===== src/rtl/core/bbc_pkg.sv =====
// ============================================================================
// bbc_pkg
// Shared widths, register codes, datapath command types and saturation
// helpers for the Butterworth biquad cascade.
// ============================================================================
package bbc_pkg;

    // Field and word widths
    localparam int SAMPLE_W     = 16;
    localparam int COEF_W       = 20;
    localparam int WORD_W       = 40;  // delay words and inter-section value, Q31.8
    localparam int SUM_W        = WORD_W + 2;  // w + 2*d1 + d2
    localparam int CHUNK_W      = SUM_W / 2;   // operand split for the shared multiplier
    localparam int PROD_W       = COEF_W + CHUNK_W + 1;
    localparam int ACC_W        = 62;
    localparam int COEF_FRAC    = 18;
    localparam int DATA_FRAC    = 8;

    // Section bookkeeping
    localparam int MAX_SECTIONS = 2;
    localparam int SEC_W        = 1;
    localparam int ACT_W        = 2;

    // Configuration port
    localparam int CFG_IDX_W    = 3;
    localparam int CFG_DATA_W   = COEF_W;

    typedef enum logic [CFG_IDX_W-1:0] {
        REG_ACTIVE   = 3'd0,
        REG_GAIN_S0  = 3'd1,
        REG_FB1_S0   = 3'd2,
        REG_FB2_S0   = 3'd3,
        REG_GAIN_S1  = 3'd4,
        REG_FB1_S1   = 3'd5,
        REG_FB2_S1   = 3'd6
    } t_cfg_idx;

    // Multiplier source selects
    typedef enum logic [1:0] {
        CF_FB1,
        CF_FB2,
        CF_GAIN
    } t_coef_sel;

    typedef enum logic [1:0] {
        OP_D1,
        OP_D2,
        OP_SUM
    } t_opnd_sel;

    // Controller to datapath commands
    typedef struct packed {
        logic             load_x;     // take the input sample as x
        logic             acc_init;   // acc <= x << COEF_FRAC
        logic             acc_clr;    // acc <= 0
        logic             mul_en;     // register one partial product
        t_coef_sel        coef_sel;
        t_opnd_sel        opnd_sel;
        logic             mul_hi;     // upper operand chunk
        logic             acc_add;    // acc += last partial product
        logic             w_latch;    // w <= sat(round(acc))
        logic             sum_latch;  // sum <= w + 2*d1 + d2
        logic             x_latch;    // x <= sat(round(acc)), shift delay words
        logic             out_latch;  // output register <= sat16(round(x))
        logic [SEC_W-1:0] sec;
    } t_dp_cmd;

    // Datapath to controller status
    typedef struct packed {
        logic [ACT_W-1:0] n_sections;  // active count, limited to MAX_SECTIONS
    } t_dp_stat;

    // Clamp a wide signed value to a signed 40-bit word
    function automatic logic signed [WORD_W-1:0] sat_word(input logic signed [ACC_W-1:0] v);
        logic signed [WORD_W-1:0] res;
        if ((&v[ACC_W-1:WORD_W-1]) || !(|v[ACC_W-1:WORD_W-1])) begin
            res = v[WORD_W-1:0];
        end else if (v[ACC_W-1]) begin
            res = {1'b1, {(WORD_W-1){1'b0}}};
        end else begin
            res = {1'b0, {(WORD_W-1){1'b1}}};
        end
        return res;
    endfunction

    // Clamp a shifted word to a signed 16-bit sample
    function automatic logic signed [SAMPLE_W-1:0] sat_sample(
        input logic signed [WORD_W:0] v
    );
        logic signed [SAMPLE_W-1:0] res;
        if ((&v[WORD_W:SAMPLE_W-1]) || !(|v[WORD_W:SAMPLE_W-1])) begin
            res = v[SAMPLE_W-1:0];
        end else if (v[WORD_W]) begin
            res = {1'b1, {(SAMPLE_W-1){1'b0}}};
        end else begin
            res = {1'b0, {(SAMPLE_W-1){1'b1}}};
        end
        return res;
    endfunction

endpackage


===== src/rtl/core/bbc_in_if.sv =====
// ============================================================================
// bbc_in_if
// Input sample channel: valid/ready handshake with one signed sample.
// ============================================================================
interface bbc_in_if;
    import bbc_pkg::*;

    logic                       valid;
    logic                       ready;
    logic signed [SAMPLE_W-1:0] sample_in;

    modport source (output valid, output sample_in, input ready);
    modport sink   (input valid, input sample_in, output ready);
endinterface


===== src/rtl/core/bbc_out_if.sv =====
// ============================================================================
// bbc_out_if
// Output sample channel: valid/ready handshake with one signed sample.
// ============================================================================
interface bbc_out_if;
    import bbc_pkg::*;

    logic                       valid;
    logic                       ready;
    logic signed [SAMPLE_W-1:0] sample_out;

    modport source (output valid, output sample_out, input ready);
    modport sink   (input valid, input sample_out, output ready);
endinterface


===== src/rtl/core/bbc_ctrl.sv =====
// ============================================================================
// bbc_ctrl
// Sequencer for the biquad cascade: steps each active section through the
// shared multiplier schedule and manages both handshakes.
// ============================================================================
module bbc_ctrl (
    input  logic               i_clk,
    input  logic               i_rst_n,
    input  logic               i_in_valid,
    output logic               o_in_ready,
    output logic               o_out_valid,
    input  logic               i_out_ready,
    input  bbc_pkg::t_dp_stat  i_stat,
    output bbc_pkg::t_dp_cmd   o_cmd
);
    import bbc_pkg::*;

    localparam int STEP_W = 4;

    // Per-section schedule
    localparam logic [STEP_W-1:0] STEP_FB1_LO = 4'd0;
    localparam logic [STEP_W-1:0] STEP_FB1_HI = 4'd1;
    localparam logic [STEP_W-1:0] STEP_FB2_LO = 4'd2;
    localparam logic [STEP_W-1:0] STEP_FB2_HI = 4'd3;
    localparam logic [STEP_W-1:0] STEP_FB_ADD = 4'd4;
    localparam logic [STEP_W-1:0] STEP_W_SAT  = 4'd5;
    localparam logic [STEP_W-1:0] STEP_SUM    = 4'd6;
    localparam logic [STEP_W-1:0] STEP_G_LO   = 4'd7;
    localparam logic [STEP_W-1:0] STEP_G_HI   = 4'd8;
    localparam logic [STEP_W-1:0] STEP_G_ADD  = 4'd9;
    localparam logic [STEP_W-1:0] STEP_X_SAT  = 4'd10;

    typedef enum logic [1:0] {
        ST_IDLE,
        ST_RUN,
        ST_FIN
    } t_state;

    t_state            r_state;
    logic [STEP_W-1:0] r_step;
    logic [SEC_W-1:0]  r_sec;
    logic              r_out_valid;

    logic in_xfer;
    logic out_free;
    logic last_sec;

    assign o_in_ready  = (r_state == ST_IDLE);
    assign o_out_valid = r_out_valid;
    assign in_xfer     = i_in_valid && (r_state == ST_IDLE);
    assign out_free    = !r_out_valid || i_out_ready;
    assign last_sec    = (ACT_W'(r_sec) + ACT_W'(1)) >= i_stat.n_sections;

    // Command decode
    always_comb begin
        o_cmd           = '0;
        o_cmd.coef_sel  = CF_FB1;
        o_cmd.opnd_sel  = OP_D1;
        o_cmd.sec       = r_sec;
        o_cmd.load_x    = in_xfer;
        o_cmd.out_latch = (r_state == ST_FIN) && out_free;
        if (r_state == ST_RUN) begin
            unique case (r_step)
                STEP_FB1_LO: begin
                    o_cmd.acc_init = 1'b1;
                    o_cmd.mul_en   = 1'b1;
                end
                STEP_FB1_HI: begin
                    o_cmd.acc_add  = 1'b1;
                    o_cmd.mul_en   = 1'b1;
                    o_cmd.mul_hi   = 1'b1;
                end
                STEP_FB2_LO: begin
                    o_cmd.acc_add  = 1'b1;
                    o_cmd.mul_en   = 1'b1;
                    o_cmd.coef_sel = CF_FB2;
                    o_cmd.opnd_sel = OP_D2;
                end
                STEP_FB2_HI: begin
                    o_cmd.acc_add  = 1'b1;
                    o_cmd.mul_en   = 1'b1;
                    o_cmd.mul_hi   = 1'b1;
                    o_cmd.coef_sel = CF_FB2;
                    o_cmd.opnd_sel = OP_D2;
                end
                STEP_FB_ADD: o_cmd.acc_add = 1'b1;
                STEP_W_SAT:  o_cmd.w_latch = 1'b1;
                STEP_SUM: begin
                    o_cmd.sum_latch = 1'b1;
                    o_cmd.acc_clr   = 1'b1;
                end
                STEP_G_LO: begin
                    o_cmd.mul_en   = 1'b1;
                    o_cmd.coef_sel = CF_GAIN;
                    o_cmd.opnd_sel = OP_SUM;
                end
                STEP_G_HI: begin
                    o_cmd.acc_add  = 1'b1;
                    o_cmd.mul_en   = 1'b1;
                    o_cmd.mul_hi   = 1'b1;
                    o_cmd.coef_sel = CF_GAIN;
                    o_cmd.opnd_sel = OP_SUM;
                end
                STEP_G_ADD:  o_cmd.acc_add = 1'b1;
                STEP_X_SAT:  o_cmd.x_latch = 1'b1;
                default: ;
            endcase
        end
    end

    // State, step and section counters, output valid
    always_ff @(posedge i_clk) begin
        if (!i_rst_n) begin
            r_state     <= ST_IDLE;
            r_step      <= '0;
            r_sec       <= '0;
            r_out_valid <= 1'b0;
        end else begin
            // In the final state a taken output is replaced by the new one
            if (r_out_valid && i_out_ready && (r_state != ST_FIN)) begin
                r_out_valid <= 1'b0;
            end
            unique case (r_state)
                ST_IDLE: begin
                    if (i_in_valid) begin
                        r_step  <= STEP_FB1_LO;
                        r_sec   <= '0;
                        r_state <= (i_stat.n_sections == '0) ? ST_FIN : ST_RUN;
                    end
                end
                ST_RUN: begin
                    if (r_step == STEP_X_SAT) begin
                        r_step <= STEP_FB1_LO;
                        if (last_sec) begin
                            r_state <= ST_FIN;
                        end else begin
                            r_sec <= r_sec + SEC_W'(1);
                        end
                    end else begin
                        r_step <= r_step + STEP_W'(1);
                    end
                end
                ST_FIN: begin
                    if (out_free) begin
                        r_out_valid <= 1'b1;
                        r_state     <= ST_IDLE;
                    end
                end
                default: r_state <= ST_IDLE;
            endcase
        end
    end

endmodule


===== src/rtl/core/bbc_dp.sv =====
// ============================================================================
// bbc_dp
// Datapath of the biquad cascade: coefficient registers, delay words, one
// shared 20x22 multiplier, a 62-bit accumulator and the output register.
// ============================================================================
module bbc_dp (
    input  logic                                i_clk,
    input  logic                                i_rst_n,
    input  logic                                i_cfg_we,
    input  logic [bbc_pkg::CFG_IDX_W-1:0]       i_cfg_idx,
    input  logic [bbc_pkg::CFG_DATA_W-1:0]      i_cfg_data,
    input  logic signed [bbc_pkg::SAMPLE_W-1:0] i_sample,
    input  bbc_pkg::t_dp_cmd                    i_cmd,
    output bbc_pkg::t_dp_stat                   o_stat,
    output logic signed [bbc_pkg::SAMPLE_W-1:0] o_sample
);
    import bbc_pkg::*;

    // Configuration
    logic [ACT_W-1:0]         r_active;
    logic signed [COEF_W-1:0] r_gain [MAX_SECTIONS];
    logic signed [COEF_W-1:0] r_fb1  [MAX_SECTIONS];
    logic signed [COEF_W-1:0] r_fb2  [MAX_SECTIONS];

    // Filter state and working registers
    logic signed [WORD_W-1:0]   r_d1 [MAX_SECTIONS];
    logic signed [WORD_W-1:0]   r_d2 [MAX_SECTIONS];
    logic signed [WORD_W-1:0]   r_x;
    logic signed [WORD_W-1:0]   r_w;
    logic signed [SUM_W-1:0]    r_sum;
    logic signed [PROD_W-1:0]   r_prod;
    logic                       r_prod_hi;
    logic signed [ACC_W-1:0]    r_acc;
    logic signed [SAMPLE_W-1:0] r_out;

    logic signed [COEF_W-1:0]   coef;
    logic signed [SUM_W-1:0]    opnd;
    logic signed [CHUNK_W:0]    chunk;
    logic signed [PROD_W-1:0]   n_prod;
    logic signed [ACC_W-1:0]    prod_ext;
    logic signed [ACC_W-1:0]    acc_rnd;
    logic signed [WORD_W-1:0]   acc_sat;
    logic signed [WORD_W-1:0]   d1;
    logic signed [WORD_W-1:0]   d2;
    logic signed [SUM_W-1:0]    n_sum;
    logic signed [WORD_W:0]     x_rnd;

    assign d1 = r_d1[i_cmd.sec];
    assign d2 = r_d2[i_cmd.sec];

    // Active count, limited to the sections built
    assign o_stat.n_sections = (r_active > ACT_W'(MAX_SECTIONS)) ? ACT_W'(MAX_SECTIONS)
                                                                : r_active;

    // Multiplier operand selection
    always_comb begin
        unique case (i_cmd.coef_sel)
            CF_FB1:  coef = r_fb1[i_cmd.sec];
            CF_FB2:  coef = r_fb2[i_cmd.sec];
            CF_GAIN: coef = r_gain[i_cmd.sec];
            default: coef = '0;
        endcase
        unique case (i_cmd.opnd_sel)
            OP_D1:   opnd = {{(SUM_W-WORD_W){d1[WORD_W-1]}}, d1};
            OP_D2:   opnd = {{(SUM_W-WORD_W){d2[WORD_W-1]}}, d2};
            OP_SUM:  opnd = r_sum;
            default: opnd = '0;
        endcase
        if (i_cmd.mul_hi) begin
            chunk = {opnd[SUM_W-1], opnd[SUM_W-1:CHUNK_W]};
        end else begin
            chunk = {1'b0, opnd[CHUNK_W-1:0]};
        end
    end

    assign n_prod = coef * chunk;

    // Partial product aligned to the accumulator
    always_comb begin
        prod_ext = {{(ACC_W-PROD_W){r_prod[PROD_W-1]}}, r_prod};
        if (r_prod_hi) begin
            prod_ext = prod_ext <<< CHUNK_W;
        end
    end

    // Round half up, drop coefficient fraction, clamp to a word
    assign acc_rnd = (r_acc + (ACC_W'(1) <<< (COEF_FRAC - 1))) >>> COEF_FRAC;
    assign acc_sat = sat_word(acc_rnd);

    assign n_sum = {{(SUM_W-WORD_W){r_w[WORD_W-1]}}, r_w}
                 + {d1[WORD_W-1], d1, 1'b0}
                 + {{(SUM_W-WORD_W){d2[WORD_W-1]}}, d2};

    assign x_rnd = ($signed({r_x[WORD_W-1], r_x}) + (WORD_W+1)'(1 <<< (DATA_FRAC - 1)))
                   >>> DATA_FRAC;

    // Configuration registers and delay words
    always_ff @(posedge i_clk) begin
        if (!i_rst_n) begin
            r_active <= ACT_W'(MAX_SECTIONS);
            for (int i = 0; i < MAX_SECTIONS; i++) begin
                r_gain[i] <= '0;
                r_fb1[i]  <= '0;
                r_fb2[i]  <= '0;
                r_d1[i]   <= '0;
                r_d2[i]   <= '0;
            end
        end else begin
            if (i_cfg_we) begin
                case (t_cfg_idx'(i_cfg_idx))
                    REG_ACTIVE:  r_active  <= i_cfg_data[ACT_W-1:0];
                    REG_GAIN_S0: r_gain[0] <= i_cfg_data;
                    REG_FB1_S0:  r_fb1[0]  <= i_cfg_data;
                    REG_FB2_S0:  r_fb2[0]  <= i_cfg_data;
                    REG_GAIN_S1: r_gain[1] <= i_cfg_data;
                    REG_FB1_S1:  r_fb1[1]  <= i_cfg_data;
                    REG_FB2_S1:  r_fb2[1]  <= i_cfg_data;
                    default: ;
                endcase
            end
            if (i_cmd.x_latch) begin
                r_d2[i_cmd.sec] <= d1;
                r_d1[i_cmd.sec] <= r_w;
            end
        end
    end

    // Working registers
    always_ff @(posedge i_clk) begin
        if (i_cmd.mul_en) begin
            r_prod    <= n_prod;
            r_prod_hi <= i_cmd.mul_hi;
        end
        if (i_cmd.acc_init) begin
            r_acc <= {{(ACC_W-WORD_W-COEF_FRAC){r_x[WORD_W-1]}}, r_x, {COEF_FRAC{1'b0}}};
        end else if (i_cmd.acc_clr) begin
            r_acc <= '0;
        end else if (i_cmd.acc_add) begin
            r_acc <= r_acc + prod_ext;
        end
        if (i_cmd.load_x) begin
            r_x <= {{(WORD_W-SAMPLE_W-DATA_FRAC){i_sample[SAMPLE_W-1]}}, i_sample,
                    {DATA_FRAC{1'b0}}};
        end else if (i_cmd.x_latch) begin
            r_x <= acc_sat;
        end
        if (i_cmd.w_latch) begin
            r_w <= acc_sat;
        end
        if (i_cmd.sum_latch) begin
            r_sum <= n_sum;
        end
        if (i_cmd.out_latch) begin
            r_out <= sat_sample(x_rnd);
        end
    end

    assign o_sample = r_out;

endmodule


===== src/rtl/core/butterworth_biquad_cascade_unit.sv =====
// Each input transfer runs through the N active sections (0..2) before its result reaches the output register.
// The shared 20x22 multiplier takes six partial products per section, plus rounding, sum and saturation
//   steps; a new sample is accepted only after the previous result is latched into the output register.
// The output register holds a result while the next sample is accepted.
// Reset (synchronous, active low): two sections active, all coefficients and delay words zero.
// ============================================================================
// butterworth_biquad_cascade_unit
// Cascade of up to two direct-form-II low-pass biquad sections on 16-bit samples.
// ============================================================================
module butterworth_biquad_cascade_unit (
    input  logic                           i_clk,
    input  logic                           i_rst_n,
    bbc_in_if.sink                         i_in,
    bbc_out_if.source                      o_out,
    input  logic                           i_cfg_we,
    input  logic [bbc_pkg::CFG_IDX_W-1:0]  i_cfg_idx,
    input  logic [bbc_pkg::CFG_DATA_W-1:0] i_cfg_data
);
    import bbc_pkg::*;

    t_dp_cmd  cmd;
    t_dp_stat stat;

    // Sequencer
    bbc_ctrl u_ctrl (
        .i_clk       (i_clk),
        .i_rst_n     (i_rst_n),
        .i_in_valid  (i_in.valid),
        .o_in_ready  (i_in.ready),
        .o_out_valid (o_out.valid),
        .i_out_ready (o_out.ready),
        .i_stat      (stat),
        .o_cmd       (cmd)
    );

    // Arithmetic and storage
    bbc_dp u_dp (
        .i_clk      (i_clk),
        .i_rst_n    (i_rst_n),
        .i_cfg_we   (i_cfg_we),
        .i_cfg_idx  (i_cfg_idx),
        .i_cfg_data (i_cfg_data),
        .i_sample   (i_in.sample_in),
        .i_cmd      (cmd),
        .o_stat     (stat),
        .o_sample   (o_out.sample_out)
    );

endmodule


===== src/flat_wrapper.sv =====
// flat-port wrapper written by rule: the top's interface ports become plain ports
module butterworth_biquad_cascade_unit_flat import bbc_pkg::*;
  (i_clk, i_rst_n, i_cfg_we, i_cfg_idx, i_cfg_data, i_in_valid, i_in_sample_in, i_in_ready, o_out_valid, o_out_sample_out, o_out_ready);
  bbc_in_if i_in_i ();
  bbc_out_if o_out_i ();
  input  logic i_clk;
  input  logic i_rst_n;
  input  logic i_cfg_we;
  input  logic [bbc_pkg::CFG_IDX_W-1:0] i_cfg_idx;
  input  logic [bbc_pkg::CFG_DATA_W-1:0] i_cfg_data;
  input wire logic [$bits(i_in_i.valid)-1:0] i_in_valid;
  input wire logic [$bits(i_in_i.sample_in)-1:0] i_in_sample_in;
  output wire logic [$bits(i_in_i.ready)-1:0] i_in_ready;
  output wire logic [$bits(o_out_i.valid)-1:0] o_out_valid;
  output wire logic [$bits(o_out_i.sample_out)-1:0] o_out_sample_out;
  input wire logic [$bits(o_out_i.ready)-1:0] o_out_ready;
  assign i_in_i.valid = i_in_valid;
  assign i_in_i.sample_in = i_in_sample_in;
  assign i_in_ready = i_in_i.ready;
  assign o_out_valid = o_out_i.valid;
  assign o_out_sample_out = o_out_i.sample_out;
  assign o_out_i.ready = o_out_ready;
  butterworth_biquad_cascade_unit u_core (.i_clk(i_clk), .i_rst_n(i_rst_n), .i_in(i_in_i), .o_out(o_out_i), .i_cfg_we(i_cfg_we), .i_cfg_idx(i_cfg_idx), .i_cfg_data(i_cfg_data));
endmodule

===== config.mk =====
export PLATFORM = sky130hd
export DESIGN_NAME = butterworth_biquad_cascade_unit_flat
export DESIGN_NICKNAME = d
export VERILOG_FILES = /design/src/rtl/core/bbc_pkg.sv /design/src/rtl/core/bbc_in_if.sv /design/src/rtl/core/bbc_out_if.sv /design/src/rtl/core/bbc_ctrl.sv /design/src/rtl/core/bbc_dp.sv /design/src/rtl/core/butterworth_biquad_cascade_unit.sv /design/src/flat_wrapper.sv
export SDC_FILE = /design/constraint.sdc
export NUM_CORES = 2
export LEC_CHECK = 0
export ABC_AREA = 1
export BUFFER_PORTS_ARGS = -buffer_cell sky130_fd_sc_hd__buf_2
export CORE_ASPECT_RATIO = 1.1
export CORE_MARGIN = 2
export CORE_UTILIZATION = 50
export DETAILED_ROUTE_END_ITERATION = 10
export PLACE_DENSITY = 0.68
export SETUP_SLACK_MARGIN = 0.02
export SYNTH_ARGS = -nofsm -noshare
export SYNTH_HDL_FRONTEND = slang
export SYNTH_SLANG_ARGS = --single-unit

===== constraint.sdc =====
create_clock -name i_clk -period 6.6 [get_ports i_clk]
set_input_delay 0.33 -clock i_clk [delete_from_list [all_inputs] [get_ports i_clk]]
set_output_delay 0.33 -clock i_clk [all_outputs]
set_load 0.05 [all_outputs]

==> Word-level counts from Yosys, hierarchy flattened <==
Memories as Yosys holds them, arrays and structs flattened. A register that Yosys moved wholly into a read port is not among the register bits.
Index checks and enable logic that the tools add are counted.
{ "classes": {"muxes": 89, "n_reduce_logical": 35, "bitwise": 6, "n_lt_le_gt_ge": 2, "n_mul": 1, "n_eq_ne": 28, "add_sub_neg": 8} }
{ "op_table": {"columns": ["operator", "n"], "rows": [
  ["$mux 62", 4],
  ["$mux 40", 6],
  ["$pmux 42 s3", 1],
  ["$mux 20", 6],
  ["$reduce_or 40->1", 2],
  ["$add 62x19->62 const B", 1],
  ["$add 62x62->62", 1],
  ["$pmux 20 s3", 1],
  ["$mux 1", 55],
  ["$add 40x41->42", 1],
  ["$add 42x42->42", 1],
  ["$mul 20x22->42", 1],
  ["$add 40x9->41 const B", 1],
  ["$mux 16", 2],
  ["$mux 22", 1],
  ["$reduce_and 18->1", 1],
  ["$reduce_or 18->1", 1],
  ["$eq 4x3->1 const B", 4],
  ["$pmux 4 s2", 2],
  ["$eq 4x4->1 const B", 3],
  ["$mux 12", 1],
  ["$mux 2", 6],
  ["$reduce_or 6->1", 2],
  ["$ne 2x2->1 const B", 5],
  ["other kinds (31)", 60]
]} }
{ "totals": {"input_bits": 44, "reg_bits": 253, "ram_bits": 280, "out_inout_bits": 18, "word_cells": 188, "mem_count": 5} }
{ "memory_table": {"columns": ["memory", "depth", "width", "read_ports", "rd_ports_with_merged_regs", "write_ports", "line_no", "source"], "rows": [
  ["u_core.u_dp.r_d1", 2, 40, 1, 1, 2, "bbc_dp.sv:26", "logic signed [WORD_W-1:0] r_d1 [MAX_SECTIONS];"],
  ["u_core.u_dp.r_d2", 2, 40, 1, 1, 2, "bbc_dp.sv:27", "logic signed [WORD_W-1:0] r_d2 [MAX_SECTIONS];"],
  ["u_core.u_dp.r_fb1", 2, 20, 1, 1, 2, "bbc_dp.sv:22", "logic signed [COEF_W-1:0] r_fb1 [MAX_SECTIONS];"],
  ["u_core.u_dp.r_fb2", 2, 20, 1, 1, 2, "bbc_dp.sv:23", "logic signed [COEF_W-1:0] r_fb2 [MAX_SECTIONS];"],
  ["u_core.u_dp.r_gain", 2, 20, 1, 1, 2, "bbc_dp.sv:21", "logic signed [COEF_W-1:0] r_gain [MAX_SECTIONS];"]
]} }

==> Depth between registers and ports, before layout <==
{ "logic_depth": {"word_depth": 9, "depth_mapped": 38, "depth_no_buf": 37} }

==> By module <==
From an unflattened synthesis, not the netlist that was laid out.
{ "unflattened": {"hier_cells": 6104, "hier_area_um2": 49393.6} }
{ "modules_own_cells": {"columns": ["mod", "cells_each", "area_each_um2", "instances", "seq_area_each_um2"], "rows": [
  ["bbc_dp", 5999, 48744.2, 1, 15484.9],
  ["bbc_ctrl", 105, 649.4, 1, 160.2]
]} }

==> Worst setup path before layout <==
No wires, ideal clock.
{ "synth_timing": {"path_type": "register to register", "start": "register u_core.u_ctrl.r_step[1]", "end": "register u_core.u_dp.r_prod[38] (data pin)", "arrival_time_ns": 7.069, "setup_slack_ns": -0.721, "setup_time_ns": 0.253, "required_ns": 6.347, "stages_incl_launch_ff": 31, "n_path_buf": 1, "period_less_slack_ns": 7.321, "path_cell_list": "dfxtp_1 > nor2_1 > nand2_1 > a21oi_4 > inv_2 > nand2_4 > inv_2 > nand2_1 > nand2_1 > a21oi_1 > nor2_1 > buf_2 > nand2_1 > fa_1 > fa_1 > fa_1 > inv_1 > fa_1 > fa_1 > inv_1 > fa_1 > fa_1 > inv_1 > ha_1 > nand2_1 > nor2_1 > inv_1 > nor4_1 > o21ai_0 > nand4_1 > nand2_1"} }
{ "synth_via": {"elab_chain_len": 8, "elab_cells_between_ends": 21, "cone_classes": "mul (1); eq/ne (9); mux (6); reduce/logical (5)"} }
{ "synth_rtl": {"columns": ["item", "line_no", "source"], "rows": [
  ["from (decl)", "bbc_ctrl.sv:40", "logic [STEP_W-1:0] r_step;"],
  ["from (signal assigned)", "bbc_ctrl.sv:140", "r_step <= r_step + STEP_W'(1);"],
  ["$eq 4x4->1, or another cell as far along", "bbc_ctrl.sv:63", "unique case (r_step)"],
  ["$reduce_or 2->1 (no source line)", null, null],
  ["$pmux 4 s2", "bbc_ctrl.sv:63", null],
  ["$mux 12 (*)", "bbc_ctrl.sv:62", "if (r_state == ST_RUN) begin"],
  ["$eq 2x2->1, or another cell as far along", "bbc_dp.sv:63", "unique case (i_cmd.opnd_sel)"],
  ["$pmux 42 s3", "bbc_dp.sv:63", null],
  ["$mux 22", "bbc_dp.sv:69", "if (i_cmd.mul_hi) begin"],
  ["$mul 20x22->42 (*)", "bbc_dp.sv:76", "assign n_prod = coef * chunk;"],
  ["net u_core.u_dp.n_prod[38]", "bbc_dp.sv:39", "logic signed [PROD_W-1:0] n_prod;"],
  ["to (signal assigned)", "bbc_dp.sv:131", "r_prod <= n_prod;"],
  ["to (decl)", "bbc_dp.sv:31", "logic signed [PROD_W-1:0] r_prod;"]
]} }
The timed path passes the listed nets; every way through them passes the cells marked *.
A chain may end at the register's enable or synchronous reset.

==> metrics.txt <==
final setup fails 34; CTS tree built; Worst R2R Setup Slack -0.80 ns; hold slack 0.0235 ns; synth warn 0; FILL cells just under 9000; Hold Path Class input port to flip-flop; post-route ant nets 0; max_slew headroom between 20% and 30%; f_max around 0.14 GHz; CP most frequent cell fa_1; Yosys top cell by area edfxtp_1; antenna violations before repair 1; critical-path maximum fanout 10; Async S/R FF share, synth 0%; setup TNS -21.71 ns; vias post-DR 44200; crit path DAT roughly 7.8 ns; share of the synthesized area in the top cell type 30.1%; row count 121; vias in the first global route roughly 44000; GP Congestion ~1; Yosys reg bits 534; library cells used by synthesis 50; Antenna diodes 0; Remaining Overflow, GRT 0; Initial DRC Count between 4000 and 5000; top-count cell post-synth nand2_1; required time of the critical path 6.99 ns; Port Buf Inserts 61; Final HPWL DP ~140000 um; area growth from synthesis to layout 21.7%; Most used DFF post-synth edfxtp_1; sequential fraction of the synthesis area 31.6%; first-pass GRT wire length 262000 um; # DRC 0; crit start category flip-flop; fin crit period around 7.4 ns; failing checks negative setup slack; crit share post-route 112%; Worst path slowest cell fa_1; largest net degree at the start of global routing ~80; core area between 0.09 and 0.1 mm2; CP top delay family adder cells; max cap viols 0; mapped cell area approximately 0.05 mm2; Syn Area/Cell 7.98 um2; Cells after Synth 6219; Critical Path End Type flip-flop; final non-filler cell area a little over 0.06 mm2; Routed Wire Length ~170000 um; CTS max path bufs 3; Slew Limit Fails 0; Clock Sinks 534; DR WL/cell 21.3 um; Max H-tree Level 2; Final Hold Viols 0; EDFF count, synth 497; Final Core Density between 60 and 70%; GRT Overall Usage about a third; top cells by count, synth nand2_1 (1749), inv_1 (1051), nor2_1 (863); layout cells sized above 1 around 18%; Syn Nets 6976; nets 7558; root buffer cell clkbuf_16; RSZ-0062 raised after global routing yes; CP peak stage delay 0.57 ns; Crit Path Class flip-flop to flip-flop; First-pass DRT Iterations 6; via/cell ratio 5.43; area post-placement between 0.05 and 0.06 mm2; skew final 0.0645 ns; top cells by area, synth edfxtp_1 (30%), fa_1 (20%), nand2_1 (13%); Die ar. approximately 0.10 mm2; status complete, but fails checks; worst path bufs/invs 10; TritonCTS buffer count 58; initial core utilization 50.3%; Die Wd 304 um; Worst-Skew Late Latency ~0.7 ns; die height about 330 um; io pins just over 60; Worst-path clk slew 0.07 ns; final worst slack -0.803 ns; Slew @ Worst Pin ~1.2 ns
## worst paths after layout
kind,startpoint,endpoint,depth (start not counted)
max,flip-flop,u_core.u_dp.r_prod[39],29
min reg2reg,u_core.u_dp.r_x[2],u_core.u_dp.r_x[2],2
max reg2reg,flip-flop,u_core.u_dp.r_prod[39],29
min,i_in_sample_in[13],u_core.u_dp.r_x[21],3
## worst register-to-register path, delay by kind of cell, from the launching register on
family / cells / cell delay [ns]
fa+ha+maj: 8 / 3.80
simple gates: 9 / 1.54
buf+inv: 10 / 1.06
flops: 1 / 0.38
compound gates: 2 / 0.38
## layout make-up
type	count	area [um2]	share of cell area (%)
clock inverters	33	398	0.658
repair buffers	691	6000	9.93
inverters	1078	4140	6.85
clock buffers	76	1590	2.63
multi-input cells	4435	31000	51.3
repair inverters	3	17.5	0.0290
flip-flops and latches	534	15700	25.9
well taps	1291	1620	2.67
## repair_timing
item | in CTS | in global routing
gates cloned | 5 | 4
setup buffers | 51 | 26
endpoints found under the hold margin | 8 | 0
hold buffers | 8 | 0
setup endpoints to repair | 35 | 36
pin swaps | 82 | 100
gates resized for setup | 249 | 206
## state kept, by name (all words and copies together) (netlist names), named ones only
| name | count |
|---|---|
| u_core.u_dp.o_sample | 16 |
| u_core.u_ctrl.r_state | 2 |
| u_core.u_dp.r_w | 40 |
| u_core.u_ctrl.o_out_valid | 1 |
| u_core.u_dp.r_sum | 42 |
| u_core.u_dp.r_acc | 62 |
| u_core.u_dp.r_d2 | 80 |
| u_core.u_dp.r_fb2 | 40 |
| u_core.u_dp.r_active | 2 |
| u_core.u_ctrl.r_step | 4 |
| u_core.u_dp.r_prod_hi | 1 |
| u_core.u_dp.r_d1 | 80 |
| u_core.u_dp.r_fb1 | 40 |
| u_core.u_ctrl.r_sec | 1 |
| u_core.u_dp.r_prod | 42 |
| u_core.u_dp.r_gain | 40 |
| u_core.u_dp.r_x | 40 |
## cell usage in the layout, fill, tap and decap left out, types with 11 or more instances in the layout
cell       synthesis  final
fa_1             499    472
a21oi_4            1     13
nand3_1          197    187
buf_2             80     61
xnor2_1           62     60
nor4_1            14     11
buf_4              8    529
nor2_4             3     29
dfxtp_1           37     31
buf_12             0     55
a31oi_1           23     20
nand2_4            1     26
ha_1             214    180
nor3_1            32     25
inv_1           1051    997
o21bai_1          13     13
o21ai_1            0     18
or2_2             45     45
nor2_2             4     40
o2111ai_1         35     12
o21ai_2            0     17
fa_2               0     27
o2111ai_2          0     19
a21oi_2            0     28
inv_2             25     59
clkbuf_16          0     60
nand2_2           16     54
nand4_1           30     30
nor2_1           863    801
ha_4               0     34
a21o_1            16     16
nand2_1         1749   1685
clkbuf_1          76     11
o21ai_0          256    217
buf_6              4     28
xor2_1            80     79
edfxtp_1         497    497
a21oi_1          216    176
## logic make-up after synthesis
kind of cell,synth area share [%]
adder cells (fa/ha/maj),25.5
XOR/XNOR,2.50
buffers and inverters,9.78
AND/OR/NAND/NOR,23.9
AO/OA/AOI/OAI,6.74
flip-flops,31.6
## routing by layer
layer,track usage [%],routed length (um),part of all wire [%]
met5,0,0,0
met4,12.7,7380,4.2
met3,4.42,13200,7.6
met2,54.6,80200,46
met1,47.0,72800,42
## through the flow
stage	cells	setup WS, ns
floorplan	6219	-0.274
global placement	7938	-1.13
detailed placement	7938	-1.11
CTS	8111	-0.783
global route	8141	-1.06
finish	8141	-0.803
Power is not shown: default switching activity piles up to over one toggle a cycle in this logic, so the estimate is an artifact.
